===== src/rtl/scl_pkg.sv =====
`timescale 1ns / 1ps

package scl_pkg;

  localparam int VAL_W   = 40;
  localparam int DIV_W   = 43;
  localparam int BIT_W   = 6;
  localparam logic [BIT_W-1:0] DIV_MSB = 6'd42;

  localparam logic [3:0] SEL_TEMP_X     = 4'd2;
  localparam logic [3:0] SEL_LIN_Y      = 4'd5;
  localparam logic [3:0] SEL_DB_LOW     = 4'd6;
  localparam logic [3:0] SEL_DB_VALUE   = 4'd8;
  localparam logic [3:0] SEL_SWITCHES   = 4'd9;

  localparam logic ACT_WRITE = 1'b0;

  localparam logic [1:0] STAGE_CAL  = 2'd0;
  localparam logic [1:0] STAGE_TEMP = 2'd1;
  localparam logic [1:0] STAGE_LIN  = 2'd2;

  localparam logic [VAL_W-1:0] VAL_MAX = {1'b0, {(VAL_W-1){1'b1}}};
  localparam logic [VAL_W-1:0] VAL_MIN = {1'b1, {(VAL_W-1){1'b0}}};

  typedef enum logic [4:0] {
    S_IDLE, S_X0, S_C0, S_CN, S_MID, S_MC, S_RL, S_RH, S_YL, S_YH, S_DY,
    S_D1, S_D2, S_FIN, S_Y, S_NXT, S_DBL, S_DBH, S_DBV, S_DBW, S_DONE
  } scl_state_t;

  typedef enum logic [3:0] {
    OP_NONE, OP_WRITE, OP_START, OP_XL, OP_DX, OP_YL, OP_DY, OP_DIV1, OP_DIV2,
    OP_FIN, OP_TAKE, OP_X0_TEMP, OP_X0_RES, OP_DBLO, OP_DBVAL, OP_OUT
  } scl_op_t;

  typedef struct packed {
    logic ch_ok;
    logic x_le;
    logic x_ge;
    logic x_eq;
    logic x_gt;
    logic db_hit;
    logic [2:0] sw;
    logic out_free;
    logic mbit;
  } scl_status_t;

endpackage


===== src/rtl/scl_ctrl.sv =====
`timescale 1ns / 1ps

module scl_ctrl import scl_pkg::*; #(
  parameter int TABLE_POINTS    = 10,
  parameter int DEADBAND_RANGES = 5,
  parameter int OFF_W           = 7
) (
  input  logic              clk,
  input  logic              rst_n,
  input  logic              in_valid,
  output logic              in_ready,
  input  logic              in_action,
  input  scl_status_t       status,
  output scl_op_t           op,
  output logic [1:0]        stage,
  output logic [OFF_W-1:0]  rd_off,
  output logic [BIT_W-1:0]  bit_sel
);

  localparam int IW = $clog2(TABLE_POINTS);
  localparam int DW = (DEADBAND_RANGES > 1) ? $clog2(DEADBAND_RANGES) : 1;
  localparam logic [IW-1:0] LAST_PT = IW'(TABLE_POINTS - 1);
  localparam logic [DW-1:0] LAST_DB = DW'(DEADBAND_RANGES - 1);

  scl_state_t state_r, state_nxt;
  logic [1:0]       stage_r, stage_nxt;
  logic [IW-1:0]    lo_r, lo_nxt, hi_r, hi_nxt, mid_r, mid_nxt;
  logic [DW-1:0]    j_r, j_nxt;
  logic [BIT_W-1:0] bit_r, bit_nxt;
  logic [IW-1:0]    lo_t, hi_t, span_t;

  function automatic logic [OFF_W-1:0] tab_off(input logic [1:0] stg, input logic ysel,
                                               input logic [IW-1:0] idx);
    tab_off = OFF_W'(32'(stg) * (2 * TABLE_POINTS) + 32'(ysel) * TABLE_POINTS + 32'(idx));
  endfunction

  function automatic logic [OFF_W-1:0] db_off(input int k, input logic [DW-1:0] idx);
    db_off = OFF_W'(6 * TABLE_POINTS + k * DEADBAND_RANGES + 32'(idx));
  endfunction

  always_ff @(posedge clk) begin
    if (!rst_n) begin
      state_r <= S_IDLE;
      stage_r <= STAGE_CAL;
      lo_r    <= '0;
      hi_r    <= '0;
      mid_r   <= '0;
      j_r     <= '0;
      bit_r   <= '0;
    end else begin
      state_r <= state_nxt;
      stage_r <= stage_nxt;
      lo_r    <= lo_nxt;
      hi_r    <= hi_nxt;
      mid_r   <= mid_nxt;
      j_r     <= j_nxt;
      bit_r   <= bit_nxt;
    end
  end

  always_comb begin
    state_nxt = state_r;
    stage_nxt = stage_r;
    lo_nxt    = lo_r;
    hi_nxt    = hi_r;
    mid_nxt   = mid_r;
    j_nxt     = j_r;
    bit_nxt   = bit_r;
    op        = OP_NONE;
    rd_off    = '0;
    in_ready  = 1'b0;
    lo_t      = lo_r;
    hi_t      = hi_r;
    span_t    = '0;
    unique case (state_r)
      S_IDLE: begin
        in_ready = 1'b1;
        if (in_valid) begin
          if (in_action == ACT_WRITE) begin
            op = OP_WRITE;
          end else begin
            op        = OP_START;
            stage_nxt = STAGE_CAL;
            state_nxt = status.ch_ok ? S_X0 : S_DONE;
          end
        end
      end
      S_X0: begin
        rd_off    = tab_off(stage_r, 1'b0, '0);
        state_nxt = S_C0;
      end
      S_C0: begin
        if (status.x_le) begin
          rd_off    = tab_off(stage_r, 1'b1, '0);
          state_nxt = S_Y;
        end else begin
          rd_off    = tab_off(stage_r, 1'b0, LAST_PT);
          state_nxt = S_CN;
        end
      end
      S_CN: begin
        if (status.x_ge) begin
          rd_off    = tab_off(stage_r, 1'b1, LAST_PT);
          state_nxt = S_Y;
        end else begin
          lo_nxt    = '0;
          hi_nxt    = LAST_PT;
          state_nxt = (TABLE_POINTS > 2) ? S_MID : S_RL;
        end
      end
      S_MID: begin
        span_t    = hi_r - lo_r;
        mid_nxt   = lo_r + (span_t >> 1);
        rd_off    = tab_off(stage_r, 1'b0, mid_nxt);
        state_nxt = S_MC;
      end
      S_MC: begin
        if (status.x_eq) begin
          rd_off    = tab_off(stage_r, 1'b1, mid_r);
          state_nxt = S_Y;
        end else begin
          if (status.x_gt) begin
            lo_t = mid_r;
          end else begin
            hi_t = mid_r;
          end
          lo_nxt    = lo_t;
          hi_nxt    = hi_t;
          span_t    = hi_t - lo_t;
          state_nxt = (span_t > IW'(1)) ? S_MID : S_RL;
        end
      end
      S_RL: begin
        rd_off    = tab_off(stage_r, 1'b0, lo_r);
        state_nxt = S_RH;
      end
      S_RH: begin
        op        = OP_XL;
        rd_off    = tab_off(stage_r, 1'b0, hi_r);
        state_nxt = S_YL;
      end
      S_YL: begin
        op        = OP_DX;
        rd_off    = tab_off(stage_r, 1'b1, lo_r);
        state_nxt = S_YH;
      end
      S_YH: begin
        op        = OP_YL;
        rd_off    = tab_off(stage_r, 1'b1, hi_r);
        state_nxt = S_DY;
      end
      S_DY: begin
        op        = OP_DY;
        bit_nxt   = DIV_MSB;
        state_nxt = S_D1;
      end
      S_D1: begin
        op        = OP_DIV1;
        state_nxt = S_D2;
      end
      S_D2: begin
        op = OP_DIV2;
        if (bit_r == '0) begin
          state_nxt = S_FIN;
        end else begin
          bit_nxt   = bit_r - BIT_W'(1);
          state_nxt = S_D1;
        end
      end
      S_FIN: begin
        op        = OP_FIN;
        state_nxt = S_NXT;
      end
      S_Y: begin
        op        = OP_TAKE;
        state_nxt = S_NXT;
      end
      S_NXT: begin
        j_nxt = '0;
        if (stage_r == STAGE_CAL && status.sw[0]) begin
          op        = OP_X0_TEMP;
          stage_nxt = STAGE_TEMP;
          state_nxt = S_X0;
        end else if (stage_r != STAGE_LIN && status.sw[1]) begin
          op        = OP_X0_RES;
          stage_nxt = STAGE_LIN;
          state_nxt = S_X0;
        end else if (status.sw[2]) begin
          state_nxt = S_DBL;
        end else begin
          state_nxt = S_DONE;
        end
      end
      S_DBL: begin
        rd_off    = db_off(0, j_r);
        state_nxt = S_DBH;
      end
      S_DBH: begin
        op        = OP_DBLO;
        rd_off    = db_off(1, j_r);
        state_nxt = S_DBV;
      end
      S_DBV: begin
        if (status.db_hit) begin
          rd_off    = db_off(2, j_r);
          state_nxt = S_DBW;
        end else if (j_r == LAST_DB) begin
          state_nxt = S_DONE;
        end else begin
          j_nxt     = j_r + DW'(1);
          state_nxt = S_DBL;
        end
      end
      S_DBW: begin
        op        = OP_DBVAL;
        state_nxt = S_DONE;
      end
      S_DONE: begin
        if (status.out_free) begin
          op        = OP_OUT;
          state_nxt = S_IDLE;
        end
      end
      default: state_nxt = S_IDLE;
    endcase
  end

  assign stage   = stage_r;
  assign bit_sel = bit_r;

endmodule


===== config.mk =====
export PLATFORM = sky130hd
export DESIGN_NAME = scl_ctrl
export DESIGN_NICKNAME = d
export VERILOG_FILES = /design/src/rtl/scl_pkg.sv /design/src/rtl/scl_ctrl.sv
export SDC_FILE = /design/constraint.sdc
export NUM_CORES = 1
export LEC_CHECK = 0
export BUFFER_PORTS_ARGS = -buffer_cell sky130_fd_sc_hd__buf_4
export CORE_AREA = 4 4 95 97
export DETAILED_ROUTE_END_ITERATION = 10
export DIE_AREA = 0 0 99 101
export GPL_TIMING_DRIVEN = 0
export PLACE_DENSITY_LB_ADDON = 0.3
export SLEW_MARGIN = 30
export SYNTH_ARGS = -nofsm -noshare
export SYNTH_HDL_FRONTEND = slang
export SYNTH_SLANG_ARGS = --single-unit

===== constraint.sdc =====
create_clock -name clk -period 8.9 [get_ports clk]
set_input_delay 1.335 -clock clk [delete_from_list [all_inputs] [get_ports clk]]
set_output_delay 1.335 -clock clk [all_outputs]
set_load 0.02 [all_outputs]

After elaboration in Yosys (flattened, before gate mapping)
Index checks and enable logic that the tools add are counted.
- output and inout bits: 20
- register bits after elaboration: 28
- input port bits: 15
- word-level logic and storage cells: 121
- add/sub/neg operators: 17
- $lt $le $gt $ge: 1
- mux-type cells: 49
- multipliers: 1
- eq/ne operators: 31
- reductions and logical operators: 15
- operators with widths (cell ; count):
    case mux 5 bit (20 select lines) ; 1
    case mux 7 bit (12 select lines) ; 1
    2-to-1 mux 4 bit ; 16
    case mux 4 bit (13 select lines) ; 1
    adder 7 x 4 -> 7 bit ; 6
    equality test 5 x 4 -> 1 bit (second input constant) ; 8
    2-to-1 mux 5 bit ; 6
    2-to-1 mux 7 bit ; 4
    equality test 5 bit (second input constant) ; 5
    adder 7 x 4 -> 7 bit (second input constant) ; 3
    equality test 5 x 3 -> 1 bit (second input constant) ; 4
    2-to-1 mux 3 bit ; 6
    != test 2 bit (second input constant) ; 9
    case mux 4 bit (2 select lines) ; 2
    adder 7 x 3 -> 7 bit (first input constant) ; 2
    2-to-1 mux 2 bit ; 7
    case mux 6 bit (2 select lines) ; 1
    equality test 5 x 2 -> 1 bit (second input constant) ; 2
    AND reduction 3 bit ; 3
    nonzero test 2 bit ; 4
    subtractor 4 bit ; 2
    adder 6 x 3 -> 7 bit (first input constant) ; 1
    zero test 6 bit ; 1
    2-to-1 mux 6 bit ; 1
    17 further kinds ; 18

Depth between registers and ports, before layout
Gate-level depths: netlist of the first run.
- depth after elaboration: 8
- mapped depth: 16
- gate-level depth less buffers: 16

Least setup slack after synthesis of the first run
Ideal clock, no wire load.
- path kind: reg2out
- start: register lo_r[1]
- end: output port rd_off[4]
- setup slack: 4.354 ns
- stages on the path, launching flop included: 15
- required time: 7.565 ns
- arrival: 3.211 ns
- path buffers: 0
- path through: dfxtp_1 inv_1 fa_1 xor2_1 ha_1 a21o_1 a21oi_1 xnor2_1 nor2_1 a21o_1 fa_1 inv_1 o21ai_0 a221oi_1 o211ai_1
- cells in the longest elaborated chain, start to end: 4
- elaborated cells between the ends (all ways): 6
- those cells by class: 5 x add/sub; 1 x mux
- ends and longest elaborated chain (item ; RTL line ; RTL):
    start, declared ; scl_ctrl.sv:27 ; logic [IW-1:0] lo_r, lo_nxt, hi_r, hi_nxt, mid_r, mid_nxt;
    start signal, assigned ; scl_ctrl.sv:53 ; lo_r <= lo_nxt;
    subtractor 4 bit ; scl_ctrl.sv:112 ; span_t = hi_r - lo_r;
    adder 4 x 3 -> 4 bit ; scl_ctrl.sv:113 ; mid_nxt = lo_r + (span_t >> 1);
    adder 7 x 4 -> 7 bit ; scl_ctrl.sv:34 ; tab_off = OFF_W'(32'(stg) * (2 * TABLE_POINTS) + 32'(ysel) * TABLE_POINTS + 32'(idx));
    case mux 7 bit (12 select lines) * ; scl_ctrl.sv:75 ; unique case (state_r)
    end, declared ; scl_ctrl.sv:16 ; output logic [OFF_W-1:0] rd_off,
Mark *: on every way between the ends. The rest lies on a longest branch, timed or not.

Worst setup path after layout of the first run
Ends and elaborated chain as after synthesis.

==> impl_results.md, run 1 <==
* Port bufs at 33
* Worst slew margin at 52.65%
* Arrival time at the worst endpoint at 4.01 ns
* Worst Path Max Fanout at 7
* # diodes at 0
* DR WL/cell at 19.17 um
* Die Y at 101 um
* Post-CTS Hold Buffers at 0
* Die W at 99 um
* Post-Syn Area at 3172 sq um
* Seq cells post-synth at 28
* # IOs at 35
* Clock share of power at 15.2%
* P per Cell Area at 199.0 nW/um^2
* Status: completed
* Commonest cells post-synth: nor2_1 (40), a21oi_1 (33), nand2_1 (33)
* Area grow syn2layout at 14.20%
* Drt total wl at 10790 um
* Sequential fraction of the synthesis area at 17.67%
* Flop pwr share at 21.0%
* RSZ-0062 raised after global routing: no
* Fin. max-slew vios at 0
* H-tree Lvls at 1
* FFs w/ async S/R, synth at 0%
* Hold Path Origin: bit_sel[2]
* Post-Route Utilization at 44.53%
* Post-DP HPWL at 8234 um
* GP Congestion at 0.9221
* Hold EP: bit_sel[2]
* Reg-to-reg critical path startpoint: stage[1]
* Yosys top cell area share at 17.67%
* Type of the tightest min-delay check: flip-flop to flip-flop
* Worst R2R Setup Slack at 6.34 ns
* Clk_lat worst skew at 0.30 ns
* Final Setup Violations at 0
* Area of the core at 8134 sq um
* 1st-pass router iterations at 5
* Syn avg cell area at 7.534 sq um
* Gr usage total at 21.60%
* Initial Utilization at 38.99%
* Logic gate share of total power at 63.7%
* Nets at 504
* Synthesis warning total at 0
* Worst vdd ir at 0.06920 mV
* Worst Hold Path Cells at 2
* Sw Share at 50.28%
* Worst setup SP type: flip-flop
* Maximum clock frequency at 187.2 MHz
* Final period util at 60.03%
* Most frequent cell after synthesis: nor2_1
* Clk pin slew, worst setup/hold paths at 0.11 ns
* Yosys top cell by area: dfxtp_1
* Switching pwr at 362.3 uW
* Layout cells sized above 1 at 15.28%
* Die area at 9999 sq um
* Clk sinks at 28
* Synth Flop Type: dfxtp_1
* Netlist cell types at 69
* Number of global-route vias before repair at 3238
* # DRC at 0
* R2r endpoint: state_r[0]
* Worst-margin pin slew at 0.7102 ns
* Grt ovf at 0
* CTS resizes at 0
* R2r worst-path depth at 7
* Vias post-DR at 3446
* Synth Instances at 421
* Number of flops mapped to enable cells by yosys at 0
* Crit. End Element: primary output
* Initial antenna violation count at 0
* Iter 0 DRT Violations at 261
* Leak at 0.001457 uW
* Pin count of the biggest net entering global routing at 17
* Int Power at 358.4 uW
* Cts bufs inserted at 3
* Routed Antenna Nets at 0
* MaxCap Viol Count at 0
* Clock root cell: clkbuf_8
* Maximum root-to-sink buffer count at 2
* Site Rows at 33
* CTS tree: yes
* Setup tns final at 0 ns
* Layout Skew at 0.01348 ns
* Drt via density at 6.121
* CP required at 7.57 ns
* Largest cells by area after synthesis: dfxtp_1 (18%), ha_1 (9.5%), a21oi_1 (5.2%), nor2_1 (4.7%), mux2i_1 (4.1%)
* Postcts setup bufs at 0
* Post-synth net total at 466
* First-pass GRT wire length at 17420 um
* Crit Path Class: flip-flop to primary output
* Min Tclk post-route at 5.343 ns
* Final Hold Viols at 0
layout make-up:
| cell class | count | area, sq um |
|---|---|---|
| plain buffers | 24 | 111.4 |
| clock buffers | 3 | 41.29 |
| well taps | 105 | 131.4 |
| flip-flops and latches | 28 | 560.5 |
| fillers | 877 | 4512 |
| multi-input cells | 345 | 2410 |
| inverters | 24 | 90.09 |
| repair buffers | 33 | 247.7 |
| clock inverters | 1 | 30.03 |
worst max-delay path by stage:
| stage | startpoint | endpoint | slack (ns) | cells past startpoint |
|---|---|---|---|---|
| 6_report | lo_r[1] | rd_off[4] | 3.56 | 15 |
| 5_1_grt | lo_r[1] | rd_off[4] | 3.27 | 15 |
| 4_1_cts | lo_r[1] | rd_off[4] | 3.57 | 15 |
| 3_5_place_dp | lo_r[1] | rd_off[4] | 3.92 | 15 |
| 3_3_place_gp | lo_r[1] | rd_off[4] | 3.99 | 15 |
| 2_1_floorplan | lo_r[1] | rd_off[4] | 4.35 | 14 |
placed cells by master (no fill, tap or decap), types with 9 or more instances in the layout:
cell      Yosys  routed
or3_1         9       9
clkbuf_1     10      10
nor3_1       16      16
ha_1         24      24
dfxtp_1      28      28
inv_1        23      23
mux2i_1      13      13
nand2_1      33      33
xnor2_1      10      10
buf_4         3      36
nor2_1       40      40
o211ai_1      9       9
nand3_1      14      14
o21ai_0      22      22
a21oi_1      33      33
cell families (layout without fill, tap and decap cells):
group	after synthesis	count (layout)	synth area share, %
AO/OA/AOI/OAI	125	125	26.98
XOR/XNOR	12	12	3.314
AND/OR/NAND/NOR	158	158	25.84
multiplexers	20	20	6.588
adder cells (fa/ha/maj)	30	30	13.25
buffers and inverters	48	85	6.351
flip-flops	28	28	17.67
layer usage:
metal,track usage (%),vias up,routed length [um]
met3,3.253,30,977
met1,29.69,1622,4698
met5,0,-,0
li1,-,1622,-
met4,7.878,0,335
met2,34.25,172,4782
critical path, stage by stage, from the launching register on:
cell	delay (ns)
dfxtp_1	0.52
inv_1	0.19
fa_1	0.47
xor2_1	0.26
ha_1	0.27
a21o_1	0.17
a21oi_1	0.17
xnor2_1	0.17
nor2_1	0.08
a21o_1	0.18
fa_1	0.44
inv_1	0.09
o21ai_0	0.10
a221oi_1	0.28
o211ai_1	0.14
buf_4	0.18
through the flow:
stage                     instance area [sq um]  setup slack [ns]  power (uW)  hold WS, ns  instances
after floorplan                            3172             4.354       456.4       0.4746        421
after global placement                     3551             3.986       598.6       0.4769        559
after detailed placement                   3551             3.920       599.4       0.4954        559
after CTS                                  3622             3.571       712.5       0.5138        563
after global routing                       3622             3.268       759.6       0.5395        563
final                                      3622             3.557       720.7       0.5112        563
flip-flops by register name, indices dropped and copies added (netlist names):
register and count:
bit_sel 6, state_r 5, hi_r 4, lo_r 4, mid_r 4, j_r 3
stage 2
power groups by stage:
stage | registers, uW | clock network (uW) | logic, uW
6_report | 152 | 110 | 459
3_5_place_dp | 154 | 0 | 446
5_1_grt | 153 | 115 | 492
2_1_floorplan | 150 | 0 | 307
3_3_place_gp | 154 | 0 | 445
4_1_cts | 151 | 113 | 449
Power figures use the tool's default switching activity.
==> run 2: changes to the inputs <==
ABC_AREA = 1   (was unset)
CORE_AREA = 4 4 93 95   (was 4 4 95 97)
DIE_AREA = 0 0 97 99   (was 0 0 99 101)
clock period = 4.8 ns   (was 8.9 ns; I/O delays follow)
==> run 2 against run 1 <==
Sequential power increased by 100%. Highest routed layer unchanged. Non-clock buffer count decreased by 13. Clock power increased by 79%. Critical endpoint unchanged.
==> impl_results.md, run 2 <==
* Worst vdd ir at 0.1690 mV (+140%)
* Die W at 97 um (-2.0%)
* Largest cells by area after synthesis: dfxtp_1 (18%), nand2_1 (13%), ha_1 (9.9%), inv_1 (6.9%), nor2_1 (6.8%)
* Grt ovf at 0 (unchanged)
* Total power at 1370 uW (+90%)
* Number of global-route vias before repair at 3183 (-1.7%)
* Routed Antenna Nets at 0 (unchanged)
* # IOs at 35 (unchanged)
* # DRC at 0 (unchanged)
* Clk sinks at 28 (unchanged)
* CP required at 4.08 ns (-3.49 ns)
* Layout Skew at 0.009346 ns (-0.004139 ns)
* Sequential fraction of the synthesis area at 18.45% (+0.78 points)
* Worst setup SP type: flip-flop
* Seq cells post-synth at 28 (unchanged)
* GP Congestion at 0.9466 (+2.7%)
* Cts bufs inserted at 3 (unchanged)
* Leak at 0.001722 uW (+18%)
* Pin count of the biggest net entering global routing at 17 (unchanged)
* Maximum clock frequency at 219.5 MHz
* FFs w/ async S/R, synth at 0% (unchanged)
* Crit Path Class: flip-flop to primary output
* Iter 0 DRT Violations at 284 (+8.8%)
* Most frequent cell after synthesis: nand2_1
* R2r worst-path depth at 9 (+2)
* Initial Utilization at 39.31% (+0.32 points)
* Most frequent cell on the critical path: fa_1
* Vias post-DR at 3270 (-5.1%)
* Most frequent cells in the layout: nand2_1 (108), nor2_1 (55), inv_1 (54), a21oi_1 (40), buf_4 (37)
* Fin. max-slew vios at 0 (unchanged)
* Multi-input gate area at 2178 sq um (-9.6%)
* Status: completed
* Crit-path max cell delay at 0.49 ns (-0.03 ns)
* Post-Route Utilization at 45.69% (+1.2 points)
* Worst-margin pin slew at 0.6339 ns (-0.07627 ns)
* Cell Chain, Critical Path: clkinvlp_4 > fa_1 > ha_1 > fa_1 > xor2_1 > o21ai_0 > o221ai_1 > ha_2 > inv_1 > fa_1 > xnor2_1 > o21ai_0 > nand2_1 > nor2_1 > nand2_1 > nor2_1 > o21ai_1 > buf_4
* Final period util at 94.90%
* WHS at 0.4978 ns (-0.01334 ns)
* Filler instances at 813 (-7.3%)
* Final Setup Violations at 0 (unchanged)
* Die area at 9603 sq um (-4.0%)
* P per Cell Area at 388.1 nW/um^2 (+95%)
* Final Hold Viols at 0 (unchanged)
* Post-synth net total at 524 (+12%)
* Area grow syn2layout at 16.23%
* Yosys top cell area share at 18.45% (+0.78 points)
* Drt total wl at 8837 um (-18%)
* Commonest cells post-synth: nand2_1 (108), inv_1 (56), nor2_1 (55)
* Worst Path Max Fanout at 4 (-3)
* Syn avg cell area at 6.342 sq um (-16%)
* Nets at 565 (+12%)
* Reg-to-reg critical path startpoint: stage[0]
* Setup tns final at 0 ns (unchanged)
* Layout cells sized above 1 at 17.34% (+2.1 points)
* Clk pin slew, worst setup/hold paths at 0.11 ns (about the same)
* R2r endpoint: stage[1]
* Synth Instances at 479 (+14%)
* Hold EP: bit_sel[0]
* Yosys top cell by area: dfxtp_1
* Maximum root-to-sink buffer count at 2 (unchanged)
* Number of flops mapped to enable cells by yosys at 0 (unchanged)
* 1st-pass router iterations at 6 (+1)
* Gr usage total at 19.02% (-2.6 points)
* CTS tree: yes
* Min Tclk post-route at 4.555 ns
* Synth Flop Type: dfxtp_1
* Site Rows at 32 (-3.0%)
* Area of the core at 7727 sq um (-5.0%)
* Clock root cell: clkbuf_8
* Worst slew margin at 57.68% (+5.0 points)
* Type of the tightest min-delay check: flip-flop to flip-flop
* Arrival time at the worst endpoint at 3.84 ns (-0.17 ns)
* Port bufs at 33 (unchanged)
* Number of flip-flops in the largest register at 6 (unchanged)
* Die Y at 99 um (-2.0%)
* Synthesis warning total at 0 (unchanged)
* Initial antenna violation count at 0 (unchanged)
* Sequential cell area at 565.5 sq um (+0.89%)
* Drt via density at 5.266 (-14%)
* # diodes at 0 (unchanged)
* Clk_lat worst skew at 0.29 ns (about the same)
* Commonest non-fill, non-tap cell in the layout: nand2_1
* Critical-path top delay cell: fa_1
* Worst Hold Path Cells at 1 (-1)
* RSZ-0062 raised after global routing: no
* First-pass GRT wire length at 15320 um (-12%)
* Post-Syn Area at 3038 sq um (-4.2%)
* Hold Path Origin: bit_sel[0]
* DR WL/cell at 14.23 um (-26%)
* Worst R2R Setup Slack at 2.59 ns (-3.75 ns)
* Crit. End Element: primary output
* Post-DP HPWL at 7212 um (-12%)
* MaxCap Viol Count at 0 (unchanged)
* H-tree Lvls at 1 (unchanged)
* Netlist cell types at 42 (-39%)
-- run 2: cell types whose count changed after synthesis, moves of 8 or more --
cell     previous run  this run
inv_1              23        56
inv_2               0        15
mux2i_1            13         0
nand2_1            33       108
nand3_1            14        29
nor2_1             40        55
nor2b_1             8         0
nor3_1             16         6
or3_1               9         0
xor2_1              2        11
-- run 2: logic make-up (layout without fill, tap and decap cells) --
kind of cell             Yosys count  after routing  share of synthesized area (%)
AND/OR/NAND/NOR                  228            228                          34.47
AO/OA/AOI/OAI                     98             98                          18.58
buffers and inverters             80            120                          10.34
adder cells (fa/ha/maj)           30             30                          13.84
flip-flops                        28             28                          18.45
XOR/XNOR                          15             15                          4.324
-- run 2: cell type report --
cell class	instances	share of cell area [%]
clock inverter	1	0.8505
clock buffer	3	1.169
timing repair buffer	36	7.654
buffer	8	1.240
inverter	72	7.760
multi-input combinational	371	61.69
sequential	28	16.02
tap	102	3.614
-- run 2: how the worst max path moves through the flow --
stage / from / endpoint / cells after the start
floorplan: lo_r[1] / rd_off[4] / 17
global placement: lo_r[1] / rd_off[4] / 18
detailed placement: lo_r[1] / rd_off[4] / 18
CTS: lo_r[1] / rd_off[4] / 18
global route: lo_r[1] / rd_off[4] / 18
finish: lo_r[1] / rd_off[4] / 18
-- run 2: repair_timing --
item / in CTS / in global routing
hold buffers: 0 / 0
resized for setup: 0 / 7
hold endpoints to repair: 0 / 0
buffers inserted: 0 / 3
setup endpoints to repair: 0 / 2
-- run 2: metrics by stage --
step	std cells	area [sq um]	setup WS, ns
3_3_place_gp	614	3413	0.4441
4_1_cts	618	3485	0.1102
3_5_place_dp	614	3413	0.4466
2_1_floorplan	479	3038	0.9277
5_1_grt	621	3531	0.0001150
6_report	621	3531	0.2446
-- run 2: routing by layer --
layer	part of all wire (%)	wire [um]	up-vias	track usage, %
li1	-	-	1659	-
met1	48	4205	1487	26.90
met2	45	4000	110	30.68
met3	5.8	510	14	2.619
met4	1.4	121	0	4.428
met5	0	0	-	0
-- run 2: worst max-delay path: cells and delay by family (launching register included) --
kind	cells	cell delay, ns
XOR/XNOR	2	0.35
buffers and inverters	3	0.33
AO/OA/AOI/OAI	4	0.44
flip-flops	1	0.38
adder cells (fa/ha/maj)	5	1.71
AND/OR/NAND/NOR	4	0.35
-- run 2: where the power goes --
part           internal, uW  switching, uW
Clock                   112           85.0
Combinational           297            568
Sequential              265           43.7
